<file path="src/rtl/rqss_pkg.sv">
package rqss_pkg;

	localparam int PROCESS_SLOTS = 256;
	localparam int ID_W = 8;
	localparam int BURST_W = 16;
	localparam int PRIO_W = 8;
	localparam int TIME_W = 16;
	localparam int KEY_W = 16;
	localparam int MODE_W = 3;
	localparam int CFG_DATA_W = 16;
	localparam logic [TIME_W-1:0] TIME_SLICE_RESET = TIME_W'(4);

	typedef enum logic [MODE_W-1:0] {
		POL_FCFS    = 3'd0,
		POL_SJF_NP  = 3'd1,
		POL_SJF_P   = 3'd2,
		POL_PRIO_NP = 3'd3,
		POL_PRIO_P  = 3'd4,
		POL_RR      = 3'd5
	} policy_t;

	typedef enum logic {
		CFG_POLICY_MODE = 1'b0,
		CFG_TIME_SLICE  = 1'b1
	} cfg_reg_t;

	typedef struct packed {
		logic               first;
		logic               last;
		logic               has_running;
		logic [ID_W-1:0]    running_id;
		logic [BURST_W-1:0] running_burst;
		logic [PRIO_W-1:0]  running_prio;
		logic [TIME_W-1:0]  elapsed_time;
		logic               entry_valid;
		logic [ID_W-1:0]    entry_id;
		logic [BURST_W-1:0] entry_burst;
		logic [PRIO_W-1:0]  entry_prio;
	} item_t;

	typedef struct packed {
		logic            chosen_valid;
		logic [ID_W-1:0] chosen_id;
		logic            from_queue;
		logic            restart_slice;
	} result_t;

	typedef struct packed {
		logic             best_valid;
		logic             best_from_queue;
		logic             slice_restart;
		logic [ID_W-1:0]  best_id;
		logic [KEY_W-1:0] best_key;
	} sel_state_t;

	function automatic logic id_in_table(input logic [ID_W-1:0] id);
		return 32'(id) < PROCESS_SLOTS;
	endfunction

endpackage

</file>
<file path="src/rtl/rqss_select.sv">
module rqss_select (
	input  logic [rqss_pkg::MODE_W-1:0] mode,
	input  logic [rqss_pkg::TIME_W-1:0] time_slice,
	input  rqss_pkg::sel_state_t        cur,
	input  rqss_pkg::item_t             item,
	output rqss_pkg::sel_state_t        nxt,
	output rqss_pkg::result_t           result
);
	import rqss_pkg::*;

	logic       is_sjf;
	logic       is_prio;
	logic       preempt;
	logic       is_rr;
	logic       is_fcfs;
	logic       run;
	logic [KEY_W-1:0] entry_key;
	sel_state_t opened;

	assign is_sjf  = (mode == POL_SJF_NP) || (mode == POL_SJF_P);
	assign is_prio = (mode == POL_PRIO_NP) || (mode == POL_PRIO_P);
	assign preempt = (mode == POL_SJF_P) || (mode == POL_PRIO_P);
	assign is_rr   = (mode == POL_RR);
	assign is_fcfs = !(is_sjf || is_prio || is_rr);
	assign run     = item.has_running && id_in_table(item.running_id);
	assign entry_key = is_sjf ? item.entry_burst : KEY_W'(item.entry_prio);

	// decision setup on the first item
	always_comb begin
		opened = cur;
		if (item.first) begin
			opened = '0;
			if (is_fcfs) begin
				opened.best_key = KEY_W'(1);
			end else if (is_rr) begin
				if (!run) begin
					opened.best_key      = KEY_W'(1);
					opened.slice_restart = 1'b1;
				end else begin
					opened.best_valid = 1'b1;
					opened.best_id    = item.running_id;
					if (item.elapsed_time >= time_slice) begin
						opened.best_key      = KEY_W'(1);
						opened.slice_restart = 1'b1;
					end
				end
			end else if (preempt && run) begin
				opened.best_valid = 1'b1;
				opened.best_id    = item.running_id;
				opened.best_key   = is_sjf ? item.running_burst : KEY_W'(item.running_prio);
			end
		end
	end

	// queue entry against the running best
	always_comb begin
		nxt = opened;
		if (item.entry_valid && id_in_table(item.entry_id)) begin
			if (is_fcfs || is_rr) begin
				if (opened.best_key != '0) begin
					nxt.best_valid      = 1'b1;
					nxt.best_id         = item.entry_id;
					nxt.best_from_queue = 1'b1;
					nxt.best_key        = '0;
				end
			end else if (!opened.best_valid || (entry_key < opened.best_key)) begin
				nxt.best_valid      = 1'b1;
				nxt.best_id         = item.entry_id;
				nxt.best_key        = entry_key;
				nxt.best_from_queue = 1'b1;
			end
		end
	end

	always_comb begin
		result.chosen_valid  = nxt.best_valid;
		result.chosen_id     = nxt.best_valid ? nxt.best_id : '0;
		result.from_queue    = nxt.best_valid && nxt.best_from_queue;
		result.restart_slice = nxt.slice_restart;
	end

endmodule

</file>
<file path="src/rtl/ready_queue_scheduler_select_core.sv">
// Ready-queue scheduler select.
// Input channel (item_valid/item_ready/item): the ready-queue entries of one
// scheduling decision, one item each, in queue order. The first item of a
// decision carries the running process and its elapsed slice time; an empty
// queue is sent as one item with entry_valid low. The item marked last
// closes the decision and makes exactly one result.
// Output channel (result_valid/result_ready/result): the chosen process, or
// none, with from_queue and restart_slice.
// Configuration: cfg_we writes cfg_data to the register at cfg_index
// (policy mode, time slice) in the same cycle; write only while idle.
// Throughput: one item per cycle while item_ready is high. Each item is
// compared with the running best in one pass of logic that feeds the
// state and result registers. The result is valid in the cycle after the
// last item is accepted. A stalled result is held in the output register;
// the next items are still taken as long as the result register is free
// or is being emptied in the same cycle.
// Reset: policy mode fcfs, time slice 4, selection state cleared, no
// result pending.
module ready_queue_scheduler_select_core (
	input  logic                            clk,
	input  logic                            arst_n,
	input  logic                            item_valid,
	output logic                            item_ready,
	input  rqss_pkg::item_t                 item,
	output logic                            result_valid,
	input  logic                            result_ready,
	output rqss_pkg::result_t               result,
	input  logic                            cfg_we,
	input  logic                            cfg_index,
	input  logic [rqss_pkg::CFG_DATA_W-1:0] cfg_data
);
	import rqss_pkg::*;

	logic [MODE_W-1:0] policy_q;
	logic [TIME_W-1:0] slice_q;
	sel_state_t        state_q;
	sel_state_t        state_nxt;
	result_t           result_nxt;
	result_t           result_q;
	logic              result_valid_q;
	logic              accept;

	rqss_select u_select (
		.mode       (policy_q),
		.time_slice (slice_q),
		.cur        (state_q),
		.item       (item),
		.nxt        (state_nxt),
		.result     (result_nxt)
	);

	assign item_ready   = !result_valid_q || result_ready;
	assign accept       = item_valid && item_ready;
	assign result_valid = result_valid_q;
	assign result       = result_q;

	always_ff @(posedge clk or negedge arst_n) begin
		if (!arst_n) begin
			policy_q <= POL_FCFS;
			slice_q  <= TIME_SLICE_RESET;
		end else if (cfg_we) begin
			unique case (cfg_index)
				CFG_POLICY_MODE: policy_q <= cfg_data[MODE_W-1:0];
				CFG_TIME_SLICE:  slice_q  <= cfg_data[TIME_W-1:0];
				default: ;
			endcase
		end
	end

	always_ff @(posedge clk or negedge arst_n) begin
		if (!arst_n) begin
			state_q <= '0;
		end else if (accept) begin
			state_q <= state_nxt;
		end
	end

	always_ff @(posedge clk or negedge arst_n) begin
		if (!arst_n) begin
			result_valid_q <= 1'b0;
		end else if (item_ready) begin
			result_valid_q <= accept && item.last;
		end
	end

	always_ff @(posedge clk) begin
		if (accept && item.last) begin
			result_q <= result_nxt;
		end
	end

endmodule

</file>
<file path="config.mk">
export PLATFORM = sky130hd
export DESIGN_NAME = ready_queue_scheduler_select_core
export DESIGN_NICKNAME = d
export VERILOG_FILES = /design/src/rtl/rqss_pkg.sv /design/src/rtl/rqss_select.sv /design/src/rtl/ready_queue_scheduler_select_core.sv
export SDC_FILE = /design/constraint.sdc
export NUM_CORES = 1
export LEC_CHECK = 0
export ABC_AREA = 1
export BUFFER_PORTS_ARGS = -buffer_cell sky130_fd_sc_hd__buf_2
export CORE_ASPECT_RATIO = 1.75
export CORE_MARGIN = 4
export CORE_UTILIZATION = 54
export DETAILED_ROUTE_END_ITERATION = 12
export GPL_TIMING_DRIVEN = 0
export PLACE_DENSITY = 0.81
export SYNTH_ARGS = -nofsm -noshare
export SYNTH_HDL_FRONTEND = slang
export SYNTH_SLANG_ARGS = --single-unit
</file>
<file path="constraint.sdc">
create_clock -name clk -period 3.9 [get_ports clk]
set_input_delay 0.39 -clock clk [delete_from_list [all_inputs] [get_ports clk]]
set_output_delay 0.39 -clock clk [all_outputs]
set_load 0.02 [all_outputs]
</file>
==> impl_metrics.json, run 1 <==
{
  "leakagePower_uw": 0.00305,
  "gp_congestion": 0.940,
  "initial_core_util_pct": 56.3,
  "fin_crit_ps": 3600,
  "syn2layout_area_growth_pct": 22.0,
  "routedWlPerCell_um": 14.7,
  "synth_ff_type": "dfrtp_1",
  "drv_cap": 0,
  "finClkSkew_ps": 9.00,
  "vias_per_cell": 5.36,
  "crit_type": "reg -> reg",
  "setup-violations-final": 0,
  "grt_first_pass_wirelength_mm": 21.1,
  "fillers": 691,
  "status": "finished clean",
  "portBuffers": 117,
  "max_stage_delay_ps": 440,
  "finalNetCount": 932,
  "yosys.cell_types.count": 42,
  "synthCells": 667,
  "cts_buffers": 9,
  "cpLargestDelayFamily": "simple AND/OR/NAND/NOR gates",
  "dieArea_mm2": 0.00993,
  "vias": 4766,
  "path_buf_inv": 4,
  "post_dp_cell_area_mm2": 0.00521,
  "clockBufferDepth": 2,
  "drive_above_1_share_pct": 21.6,
  "drt-pass1-iter-count": 5,
  "die_h_um": 129,
  "reg2reg_to": "result[6]",
  "finalHoldViolations": 0,
  "rsz0062_at_grt": "false",
  "crit_path_frequent_cell": "nand2_1",
  "grt_overflow_total": 0,
  "ys_warn_count": 0,
  "drt_iter0_drc": 239,
  "fin_crit_sh_pct": 92.4,
  "required_ps": 3990,
  "crit_path_top_delay_cell": "dfrtp_1",
  "worstPathArrival_ps": 3690,
  "final_cell_area_mm2": 0.00550,
  "path_cells": "nor2_2 -> inv_2 -> nand3_2 -> buf_2 -> clkbuf_1 -> nor2_1 -> ha_1 -> a21oi_1 -> nand3b_1 -> a21oi_1 -> a2111oi_2 -> nand2_4 -> nand2_4 -> buf_8 -> nand2_1 -> nand3_1 -> nand2_1 -> nand2_1 -> nor2_1",
  "core_mm2": 0.00802,
  "relSlewSlack_pct": 24.0,
  "reg2regPathDepth": 19,
  "antenna_found_initial": 0,
  "antenna_cells": 0,
  "ant_nets": 0,
  "routed_wl_mm": 13.1,
  "grt_max_degree": 48,
  "crit_fanout": 10,
  "die_w_um": 77.1,
  "worst_slack_ps": 298,
  "syn_nets": 804,
  "slew_viol_final": 0,
  "dp_hpwl_mm": 10.1,
  "r2r_slack_ps": 300,
  "synthArstFlopShare_pct": 81.0,
  "cts.sinks": 58,
  "power_uw": 2450,
  "rows": 43,
  "yosysSeqAreaShare_pct": 33.4,
  "syn_area_mm2": 0.00451,
  "cts_max_level": 3,
  "io_pins": 119,
  "min_path_type": "in -> async",
  "setup.worst_path.start_class": "flop",
  "grt_usage_pct": 26.9,
  "syn_area_per_cell_um2": 6.76,
  "worst_pin_slew_ps": 1140,
  "place_ws_ps": -66.2,
  "clk_latency_ps": 340,
  "power.density_mw_per_mm2": 445,
  "ir_drop_v": 0.000248,
  "cp-end-kind": "flop",
  "max_freq_mhz": 278,
  "grt_pass1_vias": 4809,
  "yosys_register_bits": 58,
  "clk_pin_slew_ps": 50,
  "synth-edff-count": 11,
  "tritoncts": "built",
  "drc": 0,
  "ctsRootBufferMaster": "clkbuf_16",
  "fin_tns_setup_ps": 0,
  "r2r_start": "policy_q[1]"
}
## worst reg2reg max path, stage by stage, from the launching register on
cell and delay, ps:
dfrtp_1 440, nor2_2 210, inv_2 70, nand3_2 110, buf_2 250, clkbuf_1 350
nor2_1 90, ha_1 330, a21oi_1 150, nand3b_1 130, a21oi_1 80, a2111oi_2 330
nand2_4 170, nand2_4 170, buf_8 170, nand2_1 60, nand3_1 60, nand2_1 90
nand2_1 70, nor2_1 40
## placed cells by master, fill, tap and decap left out, types with 18 or more instances in the layout
cell and instances:
a21oi_1 39, buf_2 119, dfrtp_1 46, ha_1 31, inv_1 99, nand2_1 196, nand3_1 40, nor2_1 67
o21ai_0 37, o21ai_1 18
## where the power goes
part | internal, µW | leakage, µW | switching [µW]
Clock | 481 | 0.000139 | 281
Sequential | 722 | 0.000668 | 48.2
Combinational | 332 | 0.00225 | 584
## flip-flops by register name, indices dropped and copies added, names as in the netlist
register,count
slice_q,16
state_q,27
result_valid,1
result,11
policy_q,3
## how the worst max path moves through the flow
stage | startpoint | to | slack, ps | cells after the start
after floorplan | policy_q[0] | result[6] | 520 | 21
after global placement | policy_q[0] | result[8] | -50 | 21
after detailed placement | policy_q[1] | result[6] | -70 | 21
after CTS | policy_q[1] | result[6] | 40 | 21
after global routing | policy_q[1] | result[9] | 20 | 21
final | policy_q[1] | result[6] | 300 | 19
## metrics by stage
| step | hold slack (ps) | cells | util (%) |
|---|---|---|---|
| after floorplan | 94.4 | 667 | - |
| after CTS | 297 | 890 | 68.6 |
| final | 281 | 890 | 68.6 |
| after detailed placement | 465 | 874 | 65.0 |
| after global placement | 462 | 874 | 65.0 |
| after global routing | 315 | 890 | 68.6 |
## synthesized netlist by cell type (all sizes together), types with 6 or more instances
master / instances / area [µm²]
nand2: 203 / 800
inv: 104 / 390
nor2: 71 / 284
o21ai: 55 / 275
dfrtp: 46 / 1150
nand3: 43 / 230
a21oi: 40 / 211
ha: 31 / 388
clkbuf: 14 / 53.8
edfxtp: 11 / 330
buf: 10 / 81.3
nand4: 7 / 43.8
or2: 6 / 37.5
## metal layers
metal	vias up	track usage (%)	share of wire, %
li1	2384	-	-
met1	2150	28.9	37
met2	187	50.2	54
met3	45	4.48	5.5
met4	0	14.0	3.9
met5	-	0	0
## kinds of logic (layout without fill, tap and decap cells)
kind of cell / count (synthesis) / count (layout) / synth area share [%]
AND/OR/NAND/NOR: 336 / 336 / 32.0
buffers and inverters: 129 / 262 / 11.7
multiplexers: 1 / 1 / 0.222
adder cells (fa/ha/maj): 31 / 31 / 8.60
AO/OA/AOI/OAI: 112 / 112 / 14.0
flip-flops: 58 / 58 / 33.4
## area by class of cell
cell class | count | area [µm²] | area share, %
tap | 90 | 113 | 2.05
inverter | 105 | 394 | 7.16
multi-input combinational | 480 | 2480 | 45.1
timing repair buffer | 117 | 586 | 10.6
sequential | 58 | 1510 | 27.4
clock buffer | 14 | 274 | 4.98
clock inverter | 2 | 12.5 | 0.227
buffer | 24 | 135 | 2.46
## repair_timing
item / CTS / global route
hold buffers: 0 / 0
buffers inserted: 0 / 0
resized for setup: 1 / 2
endpoints found under the setup margin: 15 / 34
pin swaps: 0 / 0
(Power assumes the default switching activity.)
==> run 2, diff against run 1 <==
--- a/config.mk
+++ b/config.mk
@@ -9,10 +9,11 @@
 export BUFFER_PORTS_ARGS = -buffer_cell sky130_fd_sc_hd__buf_2
 export CORE_ASPECT_RATIO = 1.75
 export CORE_MARGIN = 4
-export CORE_UTILIZATION = 54
+export CORE_UTILIZATION = 49
 export DETAILED_ROUTE_END_ITERATION = 12
 export GPL_TIMING_DRIVEN = 0
-export PLACE_DENSITY = 0.81
+export HOLD_SLACK_MARGIN = 0.08
+export PLACE_DENSITY = 0.78
 export SYNTH_ARGS = -nofsm -noshare
 export SYNTH_HDL_FRONTEND = slang
 export SYNTH_SLANG_ARGS = --single-unit
==> constraint.sdc (replaced) <==
create_clock -name clk -period 3.3 [get_ports clk]
set_input_delay 0.33 -clock clk [delete_from_list [all_inputs] [get_ports clk]]
set_output_delay 0.33 -clock clk [all_outputs]
set_load 0.02 [all_outputs]
==> impl_metrics.json, run 2 (synthesized netlist as in run 1, its figures left out) <==
{
  "status": "finished clean",
  "grt_overflow_total": 0,
  "required_ps": 3390,
  "die_w_um": 80.5,
  "final_common_cell": "nand2_1",
  "largest_register_ffs": 27,
  "initial_core_util_pct": 49.9,
  "fillers": 781,
  "switching_share_pct": 38.8,
  "relSlewSlack_pct": 23.8,
  "portBuffers": 117,
  "grt_max_degree": 48,
  "power.density_mw_per_mm2": 512,
  "drc": 0,
  "utilization_pct": 65.7,
  "cts.sinks": 58,
  "drv_cap": 0,
  "clockPowerShare_pct": 26.9,
  "clk_latency_ps": 340,
  "setup.worst_path.start_class": "flop",
  "io_pins": 119,
  "power_uw": 3040,
  "final_cell_area_mm2": 0.00594,
  "ctsRootBufferMaster": "clkbuf_16",
  "reg2regPathDepth": 22,
  "intPower_uw": 1860,
  "r2r_start": "policy_q[1]",
  "reg2reg_to": "result[6]",
  "slew_viol_final": 0,
  "top_register": "state_q",
  "drt-pass1-iter-count": 5,
  "r2r_slack_ps": 120,
  "finClkSkew_ps": 5.73,
  "tritoncts": "built",
  "seqPwrFrac_pct": 30.2,
  "clockBufferDepth": 2,
  "setup-violations-final": 0,
  "worst_pin_slew_ps": 1140,
  "rsz0062_at_grt": "true",
  "die_h_um": 135,
  "ir_drop_v": 0.000373,
  "vias_per_cell": 5.35,
  "antenna_cells": 0,
  "antenna_found_initial": 0,
  "worstPathArrival_ps": 3270,
  "routed_wl_mm": 14.5,
  "crit_fanout": 8,
  "crit_type": "reg -> reg",
  "startpoint": "policy_q[1]",
  "max_freq_mhz": 314,
  "drt_iter0_drc": 413,
  "dp_hpwl_mm": 10.7,
  "vias": 5035,
  "syn2layout_area_growth_pct": 31.6,
  "fin_tns_setup_ps": 0,
  "core_mm2": 0.00904,
  "cp-end-kind": "flop",
  "cts_max_level": 3,
  "crit_end": "result[6]",
  "fin_crit_sh_pct": 96.4,
  "place_inst": 904,
  "rows": 46,
  "layout_common_cells": "185 x nand2_1, 118 x buf_2, 94 x inv_1",
  "pwr-share-comb_pct": 43.0,
  "drive_above_1_share_pct": 28.8,
  "gp_congestion": 0.953,
  "ant_nets": 0,
  "clk_pin_slew_ps": 50,
  "finalNetCount": 954,
  "post_dp_cell_area_mm2": 0.00525,
  "cts_buffers": 9,
  "grt_usage_pct": 27.0,
  "fin_cells": 942,
  "grt_pass1_vias": 4973,
  "routedWlPerCell_um": 15.3,
  "p_switching_uw": 1180,
  "dieArea_mm2": 0.0109,
  "fin_crit_ps": 3180,
  "finalHoldViolations": 0,
  "grt_first_pass_wirelength_mm": 22.4,
  "min_path_type": "in -> async",
  "leakagePower_uw": 0.00322
}
## run 2: metrics by stage
step	hold WS [ps]	setup slack (ps)
5_1_grt	255	-40.2
3_3_place_gp	462	-471
2_1_floorplan	34.4	44.0
3_5_place_dp	467	-558
4_1_cts	243	3.58
6_report	199	118
## run 2: critical path: stages (launching register included)
cell      delay, ps
dfrtp_2         440
buf_4           160
nand2_1          80
nand2_2          70
nand3_4         100
nor2_4           50
buf_6           140
buf_8           120
a22oi_2         240
ha_1            300
nand2_1          90
nor2_1           50
a211oi_1        200
nand2_1         140
nand2_2         110
nand2_4          80
nand2_8         110
buf_12          150
nand2_2          50
nand3_2          70
nand2_2          80
nand2_1          60
nor2_1           40
## run 2: area by class of cell
| class | instances | area [µm²] | share of cell area, % |
|---|---|---|---|
| clock inverter | 5 | 21.3 | 0.358 |
| tap | 120 | 150 | 2.53 |
| sequential | 58 | 1510 | 25.5 |
| multi-input combinational | 480 | 2690 | 45.3 |
| inverter | 105 | 397 | 6.68 |
| buffer | 24 | 163 | 2.74 |
| timing repair buffer | 139 | 769 | 13.0 |
| clock buffer | 11 | 233 | 3.92 |
## run 2: worst min-delay path by stage
stage / depth (start not counted) / slack, ps / end
2_1_floorplan: 0 / 30 / policy_q[0]
3_3_place_gp: 2 / 460 / state_q[19]
5_1_grt: 3 / 260 / slice_q[11]
6_report: 1 / 200 / state_q[18]
4_1_cts: 3 / 240 / slice_q[15]
3_5_place_dp: 2 / 470 / state_q[23]
## run 2: per-layer routing
layer  part of all wire, %  vias to the layer above  wire [µm]  global-route usage (%)
li1                      -                     2427          -                       -
met1                    35                     2286       5000                    27.4
met2                    53                      269       7620                    48.4
met3                   7.9                       53       1150                    6.28
met4                   4.7                        0        686                    16.4
met5                     0                        -          0                       0
## run 2: repair_timing
action,CTS,global route
cloned,0,0
endpoints found under the setup margin,34,34
hold buffers,0,0
resized for setup,22,60
pin swaps,5,23
setup buffers,9,13
## run 2: power groups by stage
stage               clock [µW]  combinational [µW]  sequential, µW
global placement             0                1040             915
detailed placement           0                1080             921
CTS                        815                1150             913
floorplan                    0                 753             922
finish                     816                1310             916
global route               854                1440             927
==> run 3, diff against run 2 <==
--- a/config.mk
+++ b/config.mk
@@ -14,6 +14,7 @@
 export GPL_TIMING_DRIVEN = 0
 export HOLD_SLACK_MARGIN = 0.08
 export PLACE_DENSITY = 0.78
+export REMOVE_ABC_BUFFERS = 1
 export SYNTH_ARGS = -nofsm -noshare
 export SYNTH_HDL_FRONTEND = slang
 export SYNTH_SLANG_ARGS = --single-unit
==> impl_metrics.json, run 3 (synthesized netlist as in run 1, its figures left out) <==
{
  "fin_crit_sh_pct": 96.0,
  "ctsRootBufferMaster": "clkbuf_16",
  "final_common_cell": "nand2_1",
  "max_stage_delay_ps": 440,
  "clk_latency_ps": 340,
  "grt_max_degree": 48,
  "max_freq_mhz": 316,
  "routedWlPerCell_um": 15.0,
  "cp.depth": 21,
  "grt_first_pass_wirelength_mm": 21.0,
  "cts_buffers": 9,
  "finalNetCount": 944,
  "grt_usage_pct": 25.2,
  "die_w_um": 80.5,
  "cts.sinks": 58,
  "worst_pin_slew_ps": 1110,
  "fillers": 759,
  "rows": 46,
  "largest_register_ffs": 27,
  "required_ps": 3370,
  "cts_max_level": 3,
  "crit_path_top_delay_cell": "dfrtp_2",
  "dp_hpwl_mm": 9.33,
  "grt_overflow_total": 0,
  "fin_crit_ps": 3170,
  "cpLargestDelayFamily": "simple AND/OR/NAND/NOR gates",
  "crit_type": "reg -> reg",
  "core_mm2": 0.00904,
  "ir_drop_v": 0.000381,
  "dieArea_mm2": 0.0109,
  "drc": 0,
  "drv_cap": 0,
  "setup.worst_path.start_class": "flop",
  "slew_viol_final": 0,
  "power.density_mw_per_mm2": 530,
  "place_ws_ps": -1810,
  "layout_common_cells": "191 x nand2_1, 118 x buf_2, 92 x inv_1",
  "routed_wl_mm": 13.9,
  "tritoncts": "built",
  "crit_path_frequent_cell": "nand2_1",
  "top_register": "state_q",
  "cp-end-kind": "flop",
  "ctsHoldBuffers": 0,
  "path_cells": "nor2_4 -> inv_4 -> nand2_4 -> nand3_4 -> nor2_4 -> buf_6 -> nand2_8 -> o22ai_4 -> inv_2 -> ha_4 -> a21oi_2 -> nand3b_1 -> a21oi_2 -> a2111oi_4 -> nand2_4 -> nand2_8 -> nand2_1 -> nand3_1 -> nand2_1 -> nand2_1 -> nor2_1",
  "drt-pass1-iter-count": 5,
  "relSlewSlack_pct": 26.3,
  "leakagePower_uw": 0.00322,
  "multiInputGateArea_mm2": 0.00280,
  "gp_congestion": 0.876,
  "vias": 4895,
  "syn2layout_area_growth_pct": 34.1,
  "portBuffers": 118,
  "io_pins": 119,
  "setup-violations-final": 0,
  "finalHoldViolations": 0,
  "vias_per_cell": 5.25,
  "drive_above_1_share_pct": 29.1,
  "worst_slack_ps": 132,
  "final_cell_area_mm2": 0.00605,
  "finClkSkew_ps": 9.84,
  "clockBufferDepth": 2,
  "grt_pass1_vias": 4669,
  "die_h_um": 135,
  "path_buf_inv": 3,
  "crit_fanout": 6,
  "clk_pin_slew_ps": 50,
  "antenna_found_initial": 0,
  "ant_nets": 0,
  "initial_core_util_pct": 49.9,
  "register_area_mm2": 0.00151,
  "power_uw": 3210,
  "antenna_cells": 0,
  "drt_iter0_drc": 423,
  "min_path_type": "in -> async",
  "reg2regPathDepth": 21,
  "post_dp_cell_area_mm2": 0.00511,
  "worstPathArrival_ps": 3240,
  "status": "finished clean"
}
==> run 3: cell types whose count changed in the layout (fill, tap and decap cells not counted), moves of 3 or more <==
| cell | change |
|---|---|
| a21oi_2 | +3 |
| o21ai_1 | +3 |
| ha_4 | +4 |
| nand3_2 | -4 |
| nand3_1 | +4 |
| clkbuf_1 | -10 |
| nand2_2 | -5 |
| a21oi_1 | -3 |
| nand2_1 | +6 |
| nand2_8 | +3 |
==> run 3: layout make-up <==
type                    count  share of cell area, %
multi-input cells         484                   46.3
flip-flops and latches     58                   25.0
repair buffers            148                   14.5
inverters                 105                   6.66
clock buffers              13                   4.30
well taps                 120                   2.48
clock inverters             3                  0.641
repair inverters            1                 0.0827
==> run 3: worst paths after layout <==
check,end,from,slack (ps)
worst max-delay path,result[4],policy_q[0],130
worst min-delay path,slice_q[14],arst_n,200
worst max register to register,result[4],policy_q[0],130
worst min register to register,state_q[21],state_q[21],480
max in group asynchronous,policy_q[0],arst_n,2340
min in group clk,slice_q[2],cfg_data[2],240
==> run 3: through the flow <==
step	instances	TNS, ps	hold slack (ps)	utilization, %
floorplan	643	-14260	34.4	-
global placement	881	-55310	462	56.6
detailed placement	881	-57290	466	56.6
CTS	911	0	235	62.3
global route	932	-31.8	264	66.9
finish	932	0	197	66.9
==> run 3: repair_timing <==
action | 4_1_cts | 5_1_grt
resized for setup | 26 | 46
endpoints found under the setup margin | 36 | 36
cloned | 3 | 2
pin swaps | 10 | 26
buffers inserted | 11 | 20
==> run 3: report_power, final <==
part	leakage [µW]	total (µW)	internal, µW	switching [µW]
sequential	0.000666	911	854	57.7
clock	0.000147	936	621	316
combinational	0.00240	1360	527	833
==> run 3: layer usage <==
layer | vias up | track usage [%] | part of all wire [%]
li1 | 2419 | - | -
met2 | 212 | 47.7 | 53
met3 | 63 | 3.81 | 6.5
met4 | 0 | 13.4 | 5.8
met5 | - | 0 | 0
met1 | 2201 | 25.4 | 34
